`config.mk`:
```
export PLATFORM = sky130hd
export DESIGN_NAME = sms_queue
export DESIGN_NICKNAME = d
export VERILOG_FILES = /design/src/rtl/sms_queue.sv
export SDC_FILE = /design/constraint.sdc
export NUM_CORES = 1
export LEC_CHECK = 0
export ABC_AREA = 1
export BUFFER_PORTS_ARGS = -buffer_cell sky130_fd_sc_hd__buf_2
export CAP_MARGIN = 20
export CORE_MARGIN = 5
export CORE_UTILIZATION = 44
export DETAILED_ROUTE_END_ITERATION = 10
export PLACE_DENSITY = 0.82
export SLEW_MARGIN = 40
export SYNTH_ARGS = -nofsm -noshare
export SYNTH_HDL_FRONTEND = slang
export SYNTH_SLANG_ARGS = --single-unit
```
`constraint.sdc`:
```
create_clock -name clk -period 1.1 [get_ports clk]
set_input_delay 0.11 -clock clk [delete_from_list [all_inputs] [get_ports clk]]
set_output_delay 0.11 -clock clk [all_outputs]
set_load 0.005 [all_outputs]
```
`src/rtl/sms_queue.sv`:
```
// ----------------------------------------------------------------------------
// Spectral mask stereo split queue
// Two-entry queue between the classifying front and the arithmetic back.
// ----------------------------------------------------------------------------
module sms_queue #(
	parameter int W = 8
) (
	input  logic         clk,
	input  logic         arst_n,
	input  logic         push,
	input  logic [W-1:0] wdata,
	output logic         full,
	input  logic         pop,
	output logic         valid,
	output logic [W-1:0] rdata
);
	logic [W-1:0] mem_q [2];
	logic         wp_q;
	logic         rp_q;
	logic [1:0]   cnt_q;

	assign full  = cnt_q == 2'd2;
	assign valid = cnt_q != 2'd0;
	assign rdata = mem_q[rp_q];

	always_ff @(posedge clk) begin
		if (push) begin
			mem_q[wp_q] <= wdata;
		end
	end

	always_ff @(posedge clk or negedge arst_n) begin
		if (!arst_n) begin
			wp_q  <= 1'b0;
			rp_q  <= 1'b0;
			cnt_q <= 2'd0;
		end else begin
			if (push) begin
				wp_q <= ~wp_q;
			end
			if (pop) begin
				rp_q <= ~rp_q;
			end
			cnt_q <= cnt_q + {1'b0, push} - {1'b0, pop};
		end
	end
endmodule

```
; Yosys cells after proc, flatten, opt, wreduce, memory -nomap -nowiden
; Memory sizes are Yosys's and may differ from the RTL's.
; Index checks and enable logic that the tools add are counted.
[classes]
addsub = 2
n_eq_ne = 1
muxes = 2
bitwise = 2
reduce_logical = 1
[ops]
columns = cell, n
row1 = $add 2x1->2, 1
row2 = $eq 2x2->1 const B, 1
row3 = $mux 1, 2
row4 = $not 1->1, 2
row5 = $reduce_bool 2->1, 1
row6 = $sub 2x1->2, 1
[totals]
reg_bits = 4
mem_bits_rw = 16
output_inout_bits = 10
wordCells = 12
n_memories = 1
[memory_table]
columns = name, words, word_bits, rd, rd_ports_with_merged_regs, write_ports, line_no
row1 = mem_q, 2, 8, 1, 0, 1, 17  ; logic [W-1:0] mem_q [2];

; Longest topological paths before layout
; Gate-level depths: netlist of the first run.
[depth]
word_depth = 2
depth_mapped = 7
mapped_depth_nobuf = 7

; Worst setup path before layout of the first run
; OpenSTA, ideal clock, no wires.
[synth_path]
kind = register to register
start = register wp_q
end = memory mem_q[0][0], enable pin
setup_ns = 0.370
arrival_ns = 0.774
required_ns = 0.730
slack_ns = -0.044
path_stages_with_launch = 2
n_path_buf = 0
synth_period_minus_slack_ns = 1.144
path_cell_list = dfrtp_1 > nor2_1
[synth_rtl]
columns = item, line_no
row1 = start: declaration, 18  ; logic wp_q;
row2 = start signal: assignment, 39  ; wp_q <= ~wp_q;
row3 = end: declaration, 17
; No word-level cell before the write port.

; Final worst setup path of the first run
[layout_path]
start = register rp_q
end = output rdata[2]
[layout_between]
elab_chain_len = 1
[layout_rtl]
columns = item, line_no
row1 = start: declaration, 19  ; logic rp_q;
row2 = start signal: assignment, 42  ; rp_q <= ~rp_q;
row3 = $mem_v2 2x8, --
row4 = end: declaration, 15  ; output logic [W-1:0] rdata
; No other way between the ends.

==> results of run 1 <==
[power by group through the flow]
stage | Clock [W] | Sequential (W) | Combinational (W)
after floorplan | 0 | 0.00110 | 0.000572
after global placement | 0 | 0.00119 | 0.000630
after detailed placement | 0 | 0.00120 | 0.000659
after CTS | 0.000594 | 0.00112 | 0.000932
after global routing | 0.000631 | 0.00115 | 0.00117
final | 0.000589 | 0.00113 | 0.00104
[per-stage QoR]
step / setup TNS [ns] / worst slack [ns] / util [%] / total power (W) / cells
global route: -1.59 / -0.210 / 66.6 / 0.00295 / 128
global placement: 0 / 0.0135 / 53.6 / 0.00182 / 112
floorplan: 0 / 0.0369 / - / 0.00167 / 67
finish: -1.05 / -0.152 / 66.6 / 0.00276 / 128
detailed placement: -0.0496 / -0.0390 / 53.6 / 0.00186 / 112
CTS: -0.986 / -0.124 / 64.8 / 0.00265 / 128
[layout by cell type (no fill, tap or decap)]
cell type | Yosys | routed
buf_4 | 0 | 2
clkbuf_4 | 0 | 3
o21ai_2 | 3 | 4
dfrtp_2 | 0 | 1
clkinvlp_4 | 0 | 1
nand2_1 | 15 | 9
inv_4 | 0 | 1
o21ai_1 | 0 | 4
ha_4 | 0 | 2
inv_1 | 15 | 10
edfxtp_1 | 16 | 16
nor2_2 | 0 | 1
dfrtp_1 | 4 | 3
nor2_1 | 2 | 1
inv_2 | 0 | 3
nand3_2 | 0 | 1
buf_2 | 0 | 21
xor2_1 | 2 | 2
bufinv_16 | 0 | 1
dlygate4sd3_1 | 0 | 9
buf_6 | 1 | 2
nand2_2 | 0 | 6
[final timing paths]
check                                         from                  to  slack, ns  cells past startpoint
worst max-delay path              rp_q$_DFFE_PN0P_            rdata[2]      -0.15                      3
worst min-delay path                           pop    rp_q$_DFFE_PN0P_       0.03                      2
worst max register to register  cnt_q[0]$_DFF_PN0_  cnt_q[1]$_DFF_PN0_      -0.01                      6
worst min register to register    wp_q$_DFFE_PN0P_    wp_q$_DFFE_PN0P_       0.55                      1
max in group asynchronous                   arst_n  cnt_q[1]$_DFF_PN0_       0.85                      2
min in group asynchronous                   arst_n  cnt_q[0]$_DFF_PN0_       0.12                      2
[synthesized netlist by cell type]
library cell,count,area share (%)
xor2_1,2,2.1
inv_1,15,6.8
o21ai_0,5,3.0
buf_6,1,1.4
nand3_1,1,0.60
edfxtp_1,16,58
ha_1,2,3.0
o21ai_2,3,3.2
buf_12,1,2.4
dfrtp_1,4,12
nand2_1,15,6.8
nor2_1,2,0.90
[cell families (layout without fill, tap and decap cells)]
kind of cell               after synthesis  after routing  share of synthesized area, %
AOI/OAI and AO/OA                        8              8                          6.17
xor gates and xnor gates                 2              2                          2.11
adders and majority gates                2              2                          3.01
buffers and inverters                   17             53                          10.5
DFF                                     20             20                          69.9
and+or+nand+nor                         18             18                          8.28
[state kept, by name, indices dropped and copies added, names as in the netlist]
signal	flops
cnt_q	2
wp_q	1
rp_q	1
mem_q	16
[repair_timing]
action | CTS | global route
buffers inserted | 3 | 0
pin swaps | 9 | 4
hold buffers | 9 | 0
hold endpoints to repair | 17 | 0
gates resized for setup | 14 | 11
setup endpoints to repair | 9 | 18
[layer usage]
layer  up-vias  part of all wire (%)  global-route usage, %
met5         -                     0                      0
met2        17                    53                   22.4
li1        287                     -                      -
met4         0                   1.5                   6.38
met1       256                    41                   13.5
met3         4                   5.0                   3.94
[area by class of cell]
class                      count  area (µm²)  share of cell area, %
inverter                      15        62.6                   5.32
multi-input combinational     30         214                   18.2
clock buffer                   3        22.5                   1.92
timing repair buffer          34         233                   19.8
sequential                    20         582                   49.5
clock inverter                 1        30.0                   2.56
tap                           25        31.3                   2.66
==> results.json, run 1 <==
{
  "drc": 0,
  "layout_min_cycle_time_ns": 1.25,
  "cpMaxStageDelayCell": "dfrtp_2",
  "post_drt_wl_per_cell_um": 12.1,
  "via_count": 564,
  "drt-vias-per-instance": 4.41,
  "finalWorstSetupSlack_ns": -0.152,
  "powerDensity_mw_per_mm2": 2350,
  "antenna-diode-count": 0,
  "rsz0062_at_grt": "true",
  "drt_iter0_markers": 0,
  "clk_latency_ns": 0.30,
  "p_switching_w": 0.000866,
  "coreArea_mm2": 0.00176,
  "areaGrowthSynthToFinish_pct": 41.4,
  "gp_congestion": 0.682,
  "hp-class": "in2reg",
  "ys_ff_latch": 20,
  "crit_chain": "buf_6 > o21ai_1 > buf_2",
  "power_frac_comb_pct": 37.6,
  "synthCells": 67,
  "fillers": 145,
  "worst_pin_slew_ns": 0.186,
  "die_area_mm2": 0.00286,
  "p_sw_share_pct": 31.3,
  "endpoint_kind": "output port",
  "seq_area_frac_synth_pct": 69.9,
  "wirelength_um": 1550,
  "clockPowerShare_pct": 21.3,
  "power.internal_w": 0.00190,
  "clockBufferDepth": 2,
  "synth_area_per_cell_um2": 12.4,
  "ioPinCount": 22,
  "violations": "setup timing",
  "synthesis.nets": 81,
  "placementRows": 15,
  "cp_num_buf_inv": 2,
  "overflow": 0,
  "slowest_delay_ns": 0.45,
  "syn_area_um2": 831,
  "critPathTopFamily": "flip-flops",
  "cp-start-kind": "flip-flop",
  "clock_skew_ns": 0.0120,
  "slew_violations": 0,
  "final-setup-viol-count": 9,
  "netlist-cell-type-count": 12,
  "root_buffer": "clkbuf_4",
  "grt_pass1_wl_um": 2420,
  "numClockSinks": 20,
  "design_area_mm2": 0.00117,
  "hold_slack_ns": 0.0347,
  "gr-usage-all-layers_pct": 12.8,
  "cts_made_buffers": 3,
  "critPathKind": "reg2out",
  "finalCritPeriodShare_pct": 114,
  "critPathMaxFanout": 8,
  "finalHoldViolations": 0,
  "antenna_found_initial": 0,
  "ys_warn_count": 0,
  "max_freq_mhz": 799,
  "status": "finished with violations",
  "cts.clk_slew.worst_paths_ns": 0.12,
  "p_seq_share_pct": 41.0,
  "ir_worst_vdd_v": 0.00117,
  "maxCapViolations": 0,
  "drive_gt1_share_pct": 47.6,
  "htreeDepth": 1,
  "worstPathRequired_ns": 0.99,
  "relSlewSlack_pct": 87.6,
  "placed_cell_area_um2": 946,
  "power.leakage_nw": 0.521,
  "initial_core_util_pct": 47.1,
  "die_x_um": 53.5,
  "drt_first_pass_iters": 1,
  "tritoncts": "yes",
  "io_buffer_count": 21,
  "grt_pass1_vias": 567,
  "fin_nets": 118,
  "grt_start_max_net_pins": 13,
  "ant_nets": 0,
  "fp.dieH_um": 53.5,
  "arrival_ns": 1.14
}
Note: power is estimated with default switching activity, not from simulation.
==> run 2, diff against run 1 <==
Settings changed: CORE_UTILIZATION 44 to 47, CTS_BUF_LIST set to sky130_fd_sc_hd__clkbuf_4 sky130_fd_sc_hd__clkbuf_8, PLACE_DENSITY 0.82 to 0.86.
==> results.json, run 2 (synthesis results as in run 1) <==
{
  "status": "finished with violations",
  "violations": "setup timing",
  "drc": 0,
  "r2r_start": "cnt_q[0]$_DFF_PN0_",
  "largest_reg_flops": 16,
  "crit_chain": "buf_6 > nand2_1 > o21ai_2 > buf_2",
  "fin_util_pct": 68.3,
  "post_drt_wl_per_cell_um": 12.0,
  "die_area_mm2": 0.00271,
  "finalCritPeriodShare_pct": 110,
  "r2r_cells": 7,
  "fillers": 123,
  "drt_iter0_markers": 15,
  "worst_pin_slew_ns": 0.198,
  "slowest_delay_ns": 0.42,
  "fp.dieH_um": 52.0,
  "clk_latency_ns": 0.30,
  "min_to": "rp_q$_DFFE_PN0P_",
  "die_x_um": 52.0,
  "antenna-diode-count": 0,
  "cts_made_buffers": 3,
  "numClockSinks": 20,
  "hold_slack_ns": 0.0510,
  "mostFrequentLayoutCells": "buf_2, edfxtp_1, nand2_1",
  "antenna_found_initial": 0,
  "power.leakage_nw": 0.524,
  "multi_input_area_um2": 214,
  "endpoint_kind": "output port",
  "root_buffer": "clkbuf_4",
  "placementRows": 15,
  "rsz0062_at_grt": "true",
  "grt_start_max_net_pins": 12,
  "regArea_um2": 581,
  "ioPinCount": 22,
  "min-delay-start": "pop",
  "dp_hpwl_um": 1040,
  "critPathTopFamily": "flip-flops",
  "ir_worst_vdd_v": 0.00127,
  "htreeDepth": 1,
  "wirelength_um": 1560,
  "relSlewSlack_pct": 86.8,
  "rrSetupSlack_ns": -0.03,
  "fin_cells": 130,
  "layout_min_cycle_time_ns": 1.21,
  "arrival_ns": 1.10,
  "fin_nets": 120,
  "final-setup-viol-count": 9,
  "gr-usage-all-layers_pct": 13.6,
  "holdPathStages": 2,
  "hp-class": "in2reg",
  "cp_num_buf_inv": 2,
  "cpMaxStageDelayCell": "dfrtp_1",
  "slew_violations": 0,
  "max_freq_mhz": 825,
  "r2r_end": "cnt_q[1]$_DFF_PN0_",
  "critPathKind": "reg2out",
  "critPathMaxFanout": 8,
  "ant_nets": 0,
  "clock_skew_ns": 0.00162,
  "maxCapViolations": 0,
  "placed_cell_area_um2": 968,
  "finalWorstSetupSlack_ns": -0.112,
  "initial_core_util_pct": 48.6,
  "coreArea_mm2": 0.00171,
  "drt_first_pass_iters": 4,
  "clockBufferDepth": 2,
  "drive_gt1_share_pct": 45.7,
  "cts.clk_slew.worst_paths_ns": 0.10,
  "dpl_worst_slack_ns": -0.0614,
  "grt_pass1_wl_um": 2570,
  "areaGrowthSynthToFinish_pct": 40.4,
  "mostFrequentLayoutCell": "buf_2",
  "design_area_mm2": 0.00117,
  "overflow": 0,
  "finalHoldViolations": 0,
  "powerDensity_mw_per_mm2": 2220,
  "place_inst": 115,
  "gp_congestion": 0.717,
  "cp-startpoint": "rp_q$_DFFE_PN0P_",
  "io_buffer_count": 21,
  "drt-vias-per-instance": 4.50,
  "via_count": 585,
  "largestRegisters": "mem_q (16), cnt_q (2)",
  "worstPathRequired_ns": 0.99,
  "grt_pass1_vias": 614,
  "tritoncts": "yes",
  "cp-start-kind": "flip-flop",
  "regMostFlops": "mem_q"
}
run 2: cell types whose count changed in the layout (fill, tap and decap cells not counted), sizes merged:
cell | before | now
clkinv | 0 | 1
bufinv | 1 | 0
buf | 25 | 27
run 2: worst max path at each step:
stage,endpoint,cells after the start
after floorplan,cnt_q[1]$_DFF_PN0_,6
after global placement,cnt_q[1]$_DFF_PN0_,6
after detailed placement,cnt_q[1]$_DFF_PN0_,7
after CTS,rdata[1],3
after global routing,rdata[6],4
final,rdata[1],4
run 2: power by group:
group	leakage, nW	total, W	switching [W]	internal [W]
registers	0.197	0.00112	0.0000960	0.00103
logic	0.311	0.00112	0.000567	0.000549
clock network	0.0154	0.000346	0.000214	0.000132
run 2: timing repair:
action                                  4_1_cts  5_1_grt
hold buffers                                  9        0
pin swaps                                     2        4
resized for setup                            12       11
endpoints found under the setup margin        9       18
endpoints found under the hold margin        20        0
setup buffers                                 1        1
run 2: through the flow:
step	total power, W	TNS (ns)
3_5_place_dp	0.00194	-0.0614
3_3_place_gp	0.00189	0
4_1_cts	0.00243	-0.860
6_report	0.00259	-0.844
2_1_floorplan	0.00167	0
5_1_grt	0.00276	-1.31
run 2: worst register-to-register path, stage by stage, from the launching register on:
cell and delay, ns:
dfrtp_1 0.41, inv_2 0.09, ha_4 0.20, inv_2 0.06, ha_4 0.13, inv_2 0.03, nand2_1 0.05, nand2_1 0.06
run 2: final cells by class:
cell class	count	area share (%)
clock inverter	1	0.322
sequential	20	49.8
inverter	15	5.15
clock buffer	3	1.93
timing repair buffer	36	21.8
tap	25	2.68
multi-input combinational	30	18.3
run 2: metal layers:
| metal | part of all wire (%) | track usage [%] | vias to the layer above | wire length (µm) |
|---|---|---|---|---|
| li1 | - | - | 292 | - |
| met5 | 0 | 0 | - | 0 |
| met2 | 57 | 24.1 | 19 | 893 |
| met3 | 5.4 | 3.72 | 4 | 84 |
| met4 | 1.7 | 8.30 | 0 | 27 |
| met1 | 36 | 13.9 | 270 | 557 |
==> run 3, diff against run 2 <==
Clock period 1.1 ns to 1.05 ns, I/O delays scaled along.
==> results.json, run 3 (synthesis results as in run 1) <==
{
  "max_freq_mhz": 820,
  "largestRegisters": "mem_q (16), cnt_q (2)",
  "die_x_um": 52.0,
  "tritoncts": "yes",
  "dpl_worst_slack_ns": -0.103,
  "worst_pin_slew_ns": 0.180,
  "mostFrequentLayoutCells": "buf_2, edfxtp_1, inv_1",
  "drc": 0,
  "numClockSinks": 20,
  "drt_iter0_markers": 5,
  "coreArea_mm2": 0.00171,
  "drt-vias-per-instance": 4.40,
  "critPathMaxFanout": 8,
  "fp.dieH_um": 52.0,
  "finalHoldViolations": 0,
  "finalWorstSetupSlack_ns": -0.170,
  "drive_gt1_share_pct": 50.5,
  "finalCritPeriodShare_pct": 116,
  "cts.clk_slew.worst_paths_ns": 0.11,
  "post_drt_wl_per_cell_um": 11.2,
  "ioPinCount": 22,
  "clockBufferDepth": 2,
  "critPathKind": "reg2out",
  "clock_skew_ns": 0.00225,
  "worstPathRequired_ns": 0.94,
  "endpoint_kind": "output port",
  "antenna-diode-count": 0,
  "relSlewSlack_pct": 87.9,
  "mostFrequentLayoutCell": "buf_2",
  "gr-usage-all-layers_pct": 12.5,
  "wirelength_um": 1460,
  "overflow": 0,
  "areaGrowthSynthToFinish_pct": 42.9,
  "powerDensity_mw_per_mm2": 2370,
  "power.leakage_nw": 0.538,
  "fin_nets": 120,
  "htreeDepth": 1,
  "initial_core_util_pct": 48.6,
  "drt_first_pass_iters": 4,
  "root_buffer": "clkbuf_4",
  "die_area_mm2": 0.00271,
  "cp_num_buf_inv": 2,
  "cts_made_buffers": 3,
  "rsz0062_at_grt": "true",
  "status": "finished with violations",
  "maxCapViolations": 0,
  "ant_nets": 0,
  "grt_pass1_wl_um": 2410,
  "hold_slack_ns": 0.00931,
  "placementRows": 15,
  "slowest_delay_ns": 0.44,
  "violations": "setup timing",
  "cp-start-kind": "flip-flop",
  "power.total_w": 0.00282,
  "via_count": 572,
  "largest_reg_flops": 16,
  "regMostFlops": "mem_q",
  "fin_util_pct": 69.5,
  "crit_chain": "buf_6 > nand2_1 > o21ai_1 > buf_2",
  "gp_congestion": 0.711,
  "grt_start_max_net_pins": 12,
  "critPathTopFamily": "flip-flops",
  "cpMaxStageDelayCell": "dfrtp_1",
  "antenna_found_initial": 0,
  "hp-class": "in2reg",
  "clk_latency_ns": 0.28,
  "final-setup-viol-count": 12,
  "slew_violations": 0,
  "arrival_ns": 1.11,
  "ir_worst_vdd_v": 0.00144,
  "dp_hpwl_um": 1030,
  "layout_min_cycle_time_ns": 1.22,
  "io_buffer_count": 21,
  "grt_pass1_vias": 598
}
==> run 3: changes by cell type in the layout (fill, tap and decap cells not counted), moves of 2 or more <==
| cell | change |
|---|---|
| buf_6 | +3 |
| nand2_1 | -4 |
| buf_4 | -2 |
| nand2_2 | +3 |
==> run 3: worst paths after layout <==
| kind | depth (start not counted) | end | from | slack (ns) |
|---|---|---|---|---|
| max | 4 | rdata[1] | rp_q$_DFFE_PN0P_ | -0.17 |
| min | 1 | mem_q[1][4]$_DFFE_PP_ | wdata[4] | 0.009 |
| max reg2reg | 6 | cnt_q[1]$_DFF_PN0_ | cnt_q[0]$_DFF_PN0_ | -0.09 |
| min reg2reg | 1 | wp_q$_DFFE_PN0P_ | wp_q$_DFFE_PN0P_ | 0.53 |
| max in group asynchronous | 2 | rp_q$_DFFE_PN0P_ | arst_n | 0.80 |
| min in group asynchronous | 2 | cnt_q[1]$_DFF_PN0_ | arst_n | 0.13 |
==> run 3: layout make-up <==
cell class                      instances  area [µm²]
Clock buffer                            3        22.5
Multi-Input combinational cell         30         228
Inverter                               15        58.8
Sequential cell                        20         581
Clock inverter                          1        3.75
Tap cell                               25        31.3
Timing Repair Buffer                   36         263
Fill cell                             121         520
==> run 3: stage by stage <==
| stage | setup TNS [ns] | cells | cell area, µm² |
|---|---|---|---|
| after global placement | -0.0212 | 115 | 968 |
| after detailed placement | -0.138 | 115 | 968 |
| after floorplan | -0.0131 | 67 | 833 |
| final | -1.50 | 130 | 1190 |
| after CTS | -1.47 | 125 | 1080 |
| after global routing | -2.16 | 130 | 1190 |
==> run 3: layer usage <==
layer / routed length (µm) / vias up / track usage [%]
met3: 67 / 2 / 3.44
met2: 777 / 11 / 24.3
met5: 0 / - / 0
met4: 16 / 0 / 5.24
li1: - / 290 / -
met1: 597 / 269 / 11.9
==> run 3: repair_timing <==
action,CTS,global route
hold buffers,2,6
setup endpoints to repair,19,13
resized for setup,17,17
cloned,1,0
buffers inserted,3,0
pin swaps,10,3
hold endpoints to repair,6,11
==> run 3: worst register-to-register path: stages (launching register included) <==
cell,delay (ns)
dfrtp_1,0.40
inv_2,0.08
ha_4,0.27
inv_4,0.03
ha_4,0.15
nand3_2,0.06
nand2_1,0.05
==> run 3: power breakdown <==
group          switching (W)  internal (W)
Clock               0.000213      0.000138
Sequential          0.000115       0.00108
Combinational       0.000622      0.000653
Total               0.000950       0.00187
