`src/rtl/sms_pkg.sv`:
```
// ----------------------------------------------------------------------------
// Spectral mask stereo split package
// Shared types, register codes and constants of the block.
// ----------------------------------------------------------------------------
package sms_pkg;

	localparam int BIN_COUNT_DEF = 1025;

	typedef enum logic [1:0] {
		REG_WEIGHT = 2'd0,
		REG_GAIN   = 2'd1,
		REG_LEFT   = 2'd2,
		REG_RIGHT  = 2'd3
	} cfg_reg_t;

	typedef struct packed {
		logic [15:0] weight;
		logic [31:0] gain;
		logic [10:0] left;
		logic [10:0] right;
	} cfg_t;

	localparam logic [15:0] WEIGHT_RST = 16'd0;
	localparam logic [31:0] GAIN_RST   = 32'd65536;

	localparam logic signed [33:0] Q30 = 34'sd1073741824;
	localparam logic signed [33:0] C9  = 34'sd172272;

	// Horner coefficients of the sine polynomial, highest order first.
	function automatic logic signed [33:0] sin_coef(input logic [1:0] j);
		logic signed [33:0] c;
		unique case (j)
			2'd0: c = -34'sd5026994;
			2'd1: c = 34'sd85569306;
			2'd2: c = -34'sd693598669;
			2'd3: c = 34'sd1686629713;
			default: c = 34'sd0;
		endcase
		return c;
	endfunction

endpackage

```
`src/rtl/sms_front.sv`:
```
// ----------------------------------------------------------------------------
// Spectral mask stereo split front
// Accepts bins, counts them within the frame and marks those in the band.
// ----------------------------------------------------------------------------
module sms_front #(
	parameter int BIN_COUNT = 1025,
	localparam int IW = $clog2(BIN_COUNT)
) (
	input  logic          clk,
	input  logic          arst_n,
	input  sms_pkg::cfg_t cfg,
	input  logic          in_valid,
	output logic          in_stall,
	input  logic          in_last,
	input  logic          q_full,
	input  logic          clearing,
	output logic          push,
	output logic          band,
	output logic [IW-1:0] idx
);
	import sms_pkg::*;

	localparam int CW = (IW > 11) ? IW : 11;

	logic [IW-1:0] cnt_q;

	assign in_stall = clearing || q_full;
	assign push     = in_valid && !in_stall;
	assign idx      = cnt_q;
	assign band     = (CW'(cnt_q) >= CW'(cfg.left)) && (CW'(cnt_q) < CW'(cfg.right));

	always_ff @(posedge clk or negedge arst_n) begin
		if (!arst_n) begin
			cnt_q <= '0;
		end else if (push) begin
			if (in_last || cnt_q == IW'(BIN_COUNT - 1)) begin
				cnt_q <= '0;
			end else begin
				cnt_q <= cnt_q + 1'b1;
			end
		end
	end
endmodule

```
`config.mk`:
```
export PLATFORM = sky130hd
export DESIGN_NAME = sms_front
export DESIGN_NICKNAME = d
export VERILOG_FILES = /design/src/rtl/sms_pkg.sv /design/src/rtl/sms_front.sv
export SDC_FILE = /design/constraint.sdc
export NUM_CORES = 1
export LEC_CHECK = 0
export CAP_MARGIN = 20
export CORE_MARGIN = 2
export CORE_UTILIZATION = 60
export CTS_CLUSTER_SIZE = 20
export DETAILED_ROUTE_END_ITERATION = 7
export DONT_BUFFER_PORTS = 1
export PLACE_DENSITY = 0.76
export SLEW_MARGIN = 20
export SYNTH_ARGS = -nofsm -noshare
export SYNTH_HDL_FRONTEND = slang
export SYNTH_SLANG_ARGS = --single-unit
```
`constraint.sdc`:
```
create_clock -name clk -period 2.4 [get_ports clk]
set_clock_uncertainty 0.15 [all_clocks]
set_input_delay 0.12 -clock clk [delete_from_list [all_inputs] [get_ports clk]]
set_output_delay 0.12 -clock clk [all_outputs]
set_load 0.05 [all_outputs]
```
Yosys cells after proc, flatten, opt, wreduce, memory -nomap -nowiden. Cells that the tools add are included.

Reduce and logical (&&, ||, !) cells: 5. Equal/unequal tests: 1. Magnitude comparators: 2. Multiplexer cells: 1. Add/subtract/negate cells: 1.

Operator list (count): $add 11x1->11 const B (1); $eq 11x11->1 const B (1); $ge 11x11->1 (1); $lt 11x11->1 (1); $mux 11 (1); $logic_and 1x1->1 (2); $logic_or 1x1->1 (2); $logic_not 1->1 (1).

Output and inout bits: 14. Input port bits: 76. Word-level logic and storage cells: 11. Flip-flop bits (word level): 11.

Longest topological paths before layout. Gate-level depths: netlist of run 1.

Word-level depth: 3. Depth in mapped cells: 7. Gate-level depth less buffers: 7.

Worst setup path after synthesis of run 1. No wires, ideal clock.

Path kind: register -> output. From: register cnt_q[0], in the netlist idx[0]. To: output port band. Path slack: -0.606 ns. Data required time: 2.130 ns. Path buffers: 0. Stages on the path, launching flop included: 8. Arrival: 2.736 ns. Path through: dfrtp_1 inv_1 ha_1 nand2b_1 nand3_1 a211oi_1 o2111ai_1 a2111oi_2.

Cells in the longest elaborated chain, start to end: 2. Elaborated cells on any way between the ends: 3. Classes of those cells: 2 x order compare; 1 x reduce/logical.

RTL lines: start, declared (line sms_front.sv:25) `logic [IW-1:0] cnt_q;`; start signal, assigned (line sms_front.sv:39) `cnt_q <= cnt_q + 1'b1;`; $ge 11x11->1 / $lt 11x11->1 (equally long branches) (line sms_front.sv:30) `assign band = (CW'(cnt_q) >= CW'(cfg.left)) && (CW'(cnt_q) < CW'(cfg.right));`; $logic_and 1x1->1 * (line sms_front.sv:30); end, declared (line sms_front.sv:18) `output logic band,`.

Mark *: on every way between the ends. The rest lies on a longest branch, timed or not.

Worst setup path after layout of run 1.
From: register cnt_q[4], in the netlist idx[4]. To: output port band.

The elaborated chain is that of the path after synthesis.

==> flow_metrics.tcl, run 1 <==
set metrics [dict create \
    status "complete, but fails checks" \
    violations "negative setup slack" \
    synth_top_cell_by_area "ha_1" \
    crit_buf_inv 1 \
    clockRootBuffer "clkbuf_4" \
    final_antenna_net_count 0 \
    drt_iter0_markers 28 \
    die_h_um 46.62 \
    maxCapViolCount 0 \
    grt_first_pass_wirelength_um 4022 \
    synth_edf_count 0 \
    synth.distinct_cells 27 \
    rows 15 \
    slew_viol_final 0 \
    cpPeakStageDelay_ns 0.46 \
    min_path_type "input port to flop" \
    finalHoldViolCount 0 \
    critPathMaxFanout 4 \
    finalWorstSetupSlack_ns -0.03088 \
    initial_core_util_pct 63.12 \
    p_leak_nw 0.7740 \
    drc 0 \
    clkTransAtPathRegs_ns 0.07 \
    area_growth_pct 33.98 \
    yosysWarnings 0 \
    cts_tree "done" \
    clk_path_buf_depth 2 \
    seq_power_share_pct 37.8 \
    crit_path_end_kind "primary output" \
    antenna_cells 0 \
    overflow 0 \
    crit_type "flop to primary output" \
    cp.arrival_ns 2.16 \
    clkPwrFrac_pct 22.8 \
    hold_slack_ns 0.06410 \
    power.total_mw 0.5432 \
    first_pass_iters 4 \
    io_buffers 0 \
    synth_area_um2 1090 \
    pre_cts_slack_ns 0.2155 \
    rsz0062_at_grt "yes" \
    cp_cell_sequence "ha_4 > nand2_1 > a211oi_4 > o2111ai_2 > a2111oi_4 > clkbuf_16" \
    clk_latency_ns 0.26 \
    swShare_pct 36.96 \
    grt_max_degree 12 \
    numCtsBuffers 3 \
    power_frac_comb_pct 39.4 \
    power_switching_mw 0.2008 \
    clkSinkCount 11 \
    placed_area_um2 1242 \
    synthCells 131 \
    min_period_ns 2.431 \
    slew_headroom_pct 68.15 \
    setup_tns_ns -0.03088 \
    grt_pass1_vias 955 \
    synth_top_area_share_pct 26.41 \
    num_io_pins 90 \
    syn-num-nets 230 \
    finalSetupViolCount 1 \
    synth_area_leaders "ha_1 26%, dfrtp_1 25%, inv_1 8.3%, nor2_1 4.1%, xor2_1 4.0%" \
    syn_avg_cell_area_um2 8.319 \
    routed_wirelength_um 2809 \
    stdcell_count 182 \
    cp.required_ns 2.13 \
    synth-seq-cells 11 \
    synth_flop_cell "dfrtp_1" \
    place.detailed.hpwl_um 2006 \
    coreArea_um2 1727 \
    ir_worst_vdd_v 0.0005164 \
    drive_gt1_share_pct 29.30 \
    internal-power_mw 0.3424 \
    slowest_stage "dfrtp_2" \
    min_period_over_period_pct 101.3 \
    dp.cells 168 \
    largest_reg_flops 11 \
    final_util_pct 84.57 \
    grt_usage_pct 26.69 \
    yosysSeqAreaShare_pct 25.26 \
    vias 1040 \
    fillers 118 \
    crit_path_start_kind "flop" \
    max_freq_mhz 411.4 \
    postLayoutCellArea_um2 1460 \
    die_area_um2 2173 \
    htree_levels 1 \
    gp_congestion 0.7488 \
    cp_top_family "compound AO/OA/AOI/OAI gates" \
    ys_async_sr_fraction_pct 100.0 \
    avgRoutedWirePerCell_um 15.43 \
    tightestPinTransition_ns 0.4761 \
    pwr_density_cell_nw_per_um2 372.0 \
    grt_antenna_before_repair 0 \
    via_per_inst 5.714 \
    die_w_um 46.62 \
    nets 257 \
]
final timing paths:
| kind | start | end | slack [ns] | cells past startpoint |
|---|---|---|---|---|
| min reg2reg | idx[3]$_DFFE_PN0P_ | idx[3]$_DFFE_PN0P_ | 0.50 | 2 |
| min | clearing | idx[3]$_DFFE_PN0P_ | 0.06 | 5 |
| max reg2reg | idx[1]$_DFFE_PN0P_ | idx[9]$_DFFE_PN0P_ | 0.30 | 7 |
| min in group asynchronous | arst_n | idx[10]$_DFFE_PN0P_ | 0.10 | 1 |
| max in group asynchronous | arst_n | idx[5]$_DFFE_PN0P_ | 1.66 | 1 |
| max | idx[4]$_DFFE_PN0P_ | band | -0.03 | 6 |
cells by family after synthesis:
family | after synthesis | synth area share [%]
fa+ha+maj | 23 | 26.41
buf+inv | 25 | 8.725
compound gates | 24 | 14.93
xor+xnor | 7 | 5.626
simple gates | 41 | 19.06
flops | 11 | 25.26
synthesized netlist by cell type (2+ instances only):
| cell | n |
|---|---|
| o21ai_0 | 4 |
| a21oi_1 | 6 |
| xnor2_1 | 2 |
| nand2_1 | 8 |
| nor2_2 | 2 |
| xor2_1 | 5 |
| and3_1 | 5 |
| a211oi_1 | 2 |
| ha_1 | 23 |
| a21o_1 | 5 |
| o31ai_1 | 3 |
| dfrtp_1 | 11 |
| nand3_1 | 6 |
| nand4_1 | 2 |
| inv_1 | 24 |
| nor2_1 | 12 |
cell usage in the layout, fill, tap and decap left out, drive strengths merged, types with 5 or more instances in the layout:
cell type,count
nor2,14
a21o,5
and3,5
dfrtp,11
inv,24
nand3,6
clkbuf,5
ha,23
a21oi,6
buf,17
nand2,9
xor2,5
what timing repair did:
item	4_1_cts	5_1_grt
hold endpoints to repair	13	0
hold buffers	4	0
cloned	0	0
endpoints found under the setup margin	1	1
buffers inserted	2	4
pin swaps	5	3
gates resized for setup	9	9
area by class of cell:
class / count / area (um^2) / share of cell area (%)
inverter: 25 / 95.09 / 6.512
timing repair buffer: 22 / 196.4 / 13.45
multi-input combinational: 95 / 827.0 / 56.64
tap: 25 / 31.28 / 2.142
sequential: 11 / 284.0 / 19.45
clock buffer: 4 / 26.28 / 1.799
routing by layer:
| layer | global-route usage (%) | share of wire, % | up-vias | routed length, um |
|---|---|---|---|---|
| met1 | 32.85 | 39 | 483 | 1083 |
| met4 | 13.89 | 2.6 | 0 | 74 |
| met2 | 46.39 | 53 | 48 | 1502 |
| li1 | - | - | 501 | - |
| met3 | 1.569 | 5.3 | 8 | 150 |
| met5 | 0 | 0 | - | 0 |
power groups by stage:
stage / clock network, mW / logic, mW / registers, mW
6_report: 0.124 / 0.214 / 0.205
5_1_grt: 0.130 / 0.236 / 0.206
4_1_cts: 0.124 / 0.185 / 0.205
3_5_place_dp: 0 / 0.155 / 0.208
3_3_place_gp: 0 / 0.145 / 0.207
2_1_floorplan: 0 / 0.0715 / 0.250
tightest hold or removal path, cell delays in order:
cell	delay [ns]
nor2_2	0.02
nand2_2	0.11
a21o_1	0.10
nand2_1	0.05
o31ai_1	0.05
Note: power is estimated with default switching activity, not from simulation.
==> run 2, diff against run 1 <==
--- a/config.mk
+++ b/config.mk
@@ -11,7 +11,8 @@
 export CTS_CLUSTER_SIZE = 20
 export DETAILED_ROUTE_END_ITERATION = 7
 export DONT_BUFFER_PORTS = 1
-export PLACE_DENSITY = 0.76
+export HOLD_SLACK_MARGIN = 0.06
+export PLACE_DENSITY = 0.74
 export SLEW_MARGIN = 20
 export SYNTH_ARGS = -nofsm -noshare
 export SYNTH_HDL_FRONTEND = slang
==> flow_metrics.tcl, run 2 (synthesis results as in run 1) <==
set metrics [dict create \
    max_freq_mhz 424.9 \
    crit_type "flop to primary output" \
    use_met2_pct 43.33 \
    antenna_cells 0 \
    place.detailed.hpwl_um 1873 \
    clkTransAtPathRegs_ns 0.07 \
    overflow 0 \
    io_buffers 0 \
    gp_congestion 0.7489 \
    finalHoldViolCount 0 \
    min_period_ns 2.353 \
    slew_viol_final 0 \
    die_w_um 46.62 \
    clk_path_buf_depth 2 \
    nets 253 \
    layout_common_cells "23 x inv_1, 22 x ha_1, 13 x buf_4" \
    via_per_inst 5.449 \
    grt_first_pass_wirelength_um 3822 \
    rows 15 \
    avgRoutedWirePerCell_um 13.35 \
    grt_max_degree 12 \
    min_period_over_period_pct 98.06 \
    grt_usage_pct 25.65 \
    maxCapViolCount 0 \
    die_h_um 46.62 \
    drive_gt1_share_pct 24.18 \
    grt_pass1_vias 903 \
    final_common_cell "inv_1" \
    largest_reg_flops 11 \
    pre_cts_slack_ns 0.2865 \
    p_leak_nw 0.7556 \
    grt_antenna_before_repair 0 \
    coreArea_um2 1727 \
    cp.required_ns 2.13 \
    drc 0 \
    busiest_layer "met2" \
    cp.arrival_ns 2.08 \
    drt_iter0_markers 6 \
    fillers 141 \
    finalWorstSetupSlack_ns 0.04666 \
    min_path_type "input port to flop" \
    gr-usage-met3_pct 2.745 \
    die_area_um2 2173 \
    clkSinkCount 11 \
    tightestPinTransition_ns 0.4916 \
    vias 970 \
    numCtsBuffers 3 \
    setup_tns_ns 0 \
    crit_path_end_kind "primary output" \
    cts_tree "done" \
    initial_core_util_pct 63.12 \
    slew_headroom_pct 67.12 \
    critPathMaxFanout 6 \
    routed_wirelength_um 2376 \
    final_antenna_net_count 0 \
    grt_util_met1_pct 32.68 \
    finalSetupViolCount 0 \
    area_growth_pct 25.95 \
    status "finished clean" \
    pwr_density_cell_nw_per_um2 372.5 \
    ir_worst_vdd_v 0.0003468 \
    clk_latency_ns 0.27 \
    first_pass_iters 4 \
    num_io_pins 90 \
    crit_path_start_kind "flop" \
    clockRootBuffer "clkbuf_4" \
    rsz0062_at_grt "yes" \
    htree_levels 1 \
]
run 2: cell count changes in the layout (fill, tap and decap cells not counted), sizes merged:
cell,before,now
buf,17,13
run 2: where the power goes:
| part | internal, mW | leakage [nW] | switching, mW |
|---|---|---|---|
| registers | 0.196 | 0.140 | 0.00769 |
| clock network | 0.0644 | 0.0150 | 0.0622 |
| logic | 0.0665 | 0.601 | 0.115 |
| total | 0.327 | 0.756 | 0.184 |
run 2: path summary, 6_finish.rpt:
path                                    start                  to  slack, ns  cells past startpoint
setup / recovery           idx[6]$_DFFE_PN0P_                band       0.05                      6
hold / removal                       clearing  idx[2]$_DFFE_PN0P_       0.08                      5
setup reg to reg           idx[1]$_DFFE_PN0P_  idx[3]$_DFFE_PN0P_       0.29                      7
hold reg to reg            idx[3]$_DFFE_PN0P_  idx[3]$_DFFE_PN0P_       0.46                      1
max in group asynchronous              arst_n  idx[3]$_DFFE_PN0P_       1.64                      1
min in group asynchronous              arst_n  idx[9]$_DFFE_PN0P_       0.10                      1
run 2: metrics by stage:
stage	utilization (%)	power, mW	instance area [um^2]	cells	hold slack [ns]
after floorplan	-	0.3211	1109	131	-0.3256
after global routing	79.49	0.5468	1373	178	0.09402
after CTS	78.12	0.5082	1349	178	0.07726
after global placement	71.96	0.3521	1242	168	-0.3253
final	79.49	0.5113	1373	178	0.07845
after detailed placement	71.96	0.3579	1242	168	-0.3254
run 2: layer usage:
layer | wire length, um | part of all wire (%)
met4 | 43 | 1.8
met2 | 1148 | 48
met1 | 1086 | 46
met5 | 0 | 0
met3 | 97 | 4.1
run 2: area by class of cell:
cell class / count / area (um^2) / share of cell area (%)
Clock buffer: 4 / 26.28 / 1.914
Inverter: 25 / 95.09 / 6.928
Multi-Input combinational cell: 95 / 773.2 / 56.34
Sequential cell: 11 / 284.0 / 20.69
Tap cell: 25 / 31.28 / 2.279
Timing Repair Buffer: 18 / 162.7 / 11.85
run 2: what timing repair did:
item,in CTS,in global routing
hold buffers,4,0
hold endpoints to repair,15,0
pin swaps,4,2
buffers inserted,2,0
endpoints found under the setup margin,1,1
resized for setup,6,4
run 2: worst max-delay path, cell delays in order, from the launching register on:
cell       delay, ns
dfrtp_2         0.45
ha_1            0.31
nand3_1         0.11
o21ai_1         0.18
o2111ai_2       0.17
a2111oi_4       0.36
clkbuf_16       0.23
==> run 3, diff against run 2 <==
==> constraint.sdc (replaced) <==
create_clock -name clk -period 3 [get_ports clk]
set_clock_uncertainty 0.15 [all_clocks]
set_input_delay 0.15 -clock clk [delete_from_list [all_inputs] [get_ports clk]]
set_output_delay 0.15 -clock clk [all_outputs]
set_load 0.05 [all_outputs]
==> flow_metrics.tcl, run 3 (synthesis results as in run 1) <==
set metrics [dict create \
    grt_max_degree 12 \
    gp_congestion 0.7336 \
    grt_pass1_vias 892 \
    critPathMaxFanout 8 \
    finalSetupViolCount 0 \
    grt_usage_pct 26.11 \
    min_path_type "input port to flop" \
    cp_cell_sequence "ha_1 > nand2_1 > a211oi_1 > o2111ai_1 > a2111oi_4 > buf_4" \
    routed_wirelength_um 2442 \
    clkTransAtPathRegs_ns 0.07 \
    die_w_um 46.62 \
    fillers 135 \
    clkSinkCount 11 \
    nets 250 \
    multiInputGateArea_um2 732.0 \
    num_io_pins 90 \
    die_area_um2 2173 \
    tightestPinTransition_ns 0.6417 \
    slew_viol_final 0 \
    slowest_stage "dfrtp_1" \
    grt_first_pass_wirelength_um 3843 \
    maxCapViolCount 0 \
    setup_tns_ns 0 \
    largest_reg_flops 11 \
    numCtsBuffers 3 \
    max_freq_mhz 384.8 \
    rows 15 \
    finalHoldViolCount 0 \
    pwr_density_cell_nw_per_um2 309.8 \
    min_period_ns 2.598 \
    vias 976 \
    cp.required_ns 2.70 \
    drive_gt1_share_pct 12.67 \
    final_antenna_net_count 0 \
    slew_headroom_pct 57.22 \
    area_growth_pct 17.91 \
    crit_type "flop to primary output" \
    clk_latency_ns 0.28 \
    cpPeakStageDelay_ns 0.49 \
    rsz0062_at_grt "no" \
    drt_iter0_markers 24 \
    layout_common_cells "24 x inv_1, 23 x ha_1, 12 x nor2_1" \
    crit_path_end_kind "primary output" \
    ir_worst_vdd_v 0.0002928 \
    cp_top_family "compound AO/OA/AOI/OAI gates" \
    htree_levels 1 \
    overflow 0 \
    cts_tree "done" \
    via_per_inst 5.577 \
    crit_path_start_kind "flop" \
    place.detailed.hpwl_um 1957 \
    power.total_mw 0.3981 \
    seq_area_um2 275.3 \
    coreArea_um2 1727 \
    grt_antenna_before_repair 0 \
    final_common_cell "inv_1" \
    initial_core_util_pct 63.12 \
    crit_buf_inv 1 \
    die_h_um 46.62 \
    avgRoutedWirePerCell_um 13.95 \
    status "finished clean" \
    antenna_cells 0 \
    clk_path_buf_depth 2 \
    io_buffers 0 \
    clockRootBuffer "clkbuf_4" \
    cp.arrival_ns 2.30 \
    first_pass_iters 4 \
    p_leak_nw 0.7380 \
    drc 0 \
    min_period_over_period_pct 86.61 \
]
[run 3: cell count changes in the layout (fill, tap and decap cells not counted), moves of 2 or more]
cell / previous run / this run
a211oi_1: 0 / 2
a211oi_2: 2 / 0
buf_4: 13 / 10
dfrtp_1: 4 / 11
dfrtp_2: 7 / 0
[run 3: repair_timing]
action,4_1_cts,5_1_grt
hold buffers,5,0
setup buffers,0,0
hold endpoints to repair,15,0
resized for setup,0,0
[run 3: cell type report]
type	count	share of cell area, %
multi-input combinational	95	56.96
sequential	11	21.42
timing repair buffer	15	9.737
inverter	25	7.400
tap	25	2.434
clock buffer	4	2.045
[run 3: power by group]
| group | switching [mW] | internal, mW |
|---|---|---|
| clock network | 0.0517 | 0.0516 |
| registers | 0.00527 | 0.156 |
| logic | 0.0872 | 0.0464 |
| total | 0.144 | 0.254 |
[run 3: path summary, 6_finish.rpt]
kind	start	end	slack [ns]	cells after the start
min in group asynchronous	arst_n	idx[7]$_DFFE_PN0P_	0.12	1
setup / recovery	idx[4]$_DFFE_PN0P_	band	0.40	6
hold reg to reg	idx[9]$_DFFE_PN0P_	idx[9]$_DFFE_PN0P_	0.49	2
max in group asynchronous	arst_n	idx[6]$_DFFE_PN0P_	2.25	1
hold / removal	clearing	idx[3]$_DFFE_PN0P_	0.09	5
setup reg to reg	idx[1]$_DFFE_PN0P_	idx[0]$_DFFE_PN0P_	0.51	8
[run 3: per-stage QoR]
stage,setup WS (ns),cells,util (%),hold WS (ns),instance area (um^2)
2_1_floorplan,0.2941,131,-,-0.2956,1102
3_5_place_dp,0.7365,166,70.00,-0.2953,1209
5_1_grt,0.2683,175,74.42,0.1203,1285
3_3_place_gp,0.8014,166,70.00,-0.2953,1209
6_report,0.4016,175,74.42,0.09169,1285
4_1_cts,0.4275,175,74.42,0.07545,1285
[run 3: worst register-to-register path, cell delays in order, from the launching register on]
cell	delay, ns
dfrtp_1	0.37
buf_4	0.23
inv_1	0.08
ha_1	0.18
nor4bb_1	0.12
a31oi_1	0.42
nand2_1	0.17
o21ai_0	0.16
dlygate4sd3_1	0.56
[run 3: metal layers]
metal  part of all wire [%]  vias up  track usage [%]
li1                       -      488                -
met1                     43      441            29.68
met2                     50       38            46.11
met3                    4.2        9            4.314
met4                    2.7        0            13.89
met5                      0        -                0
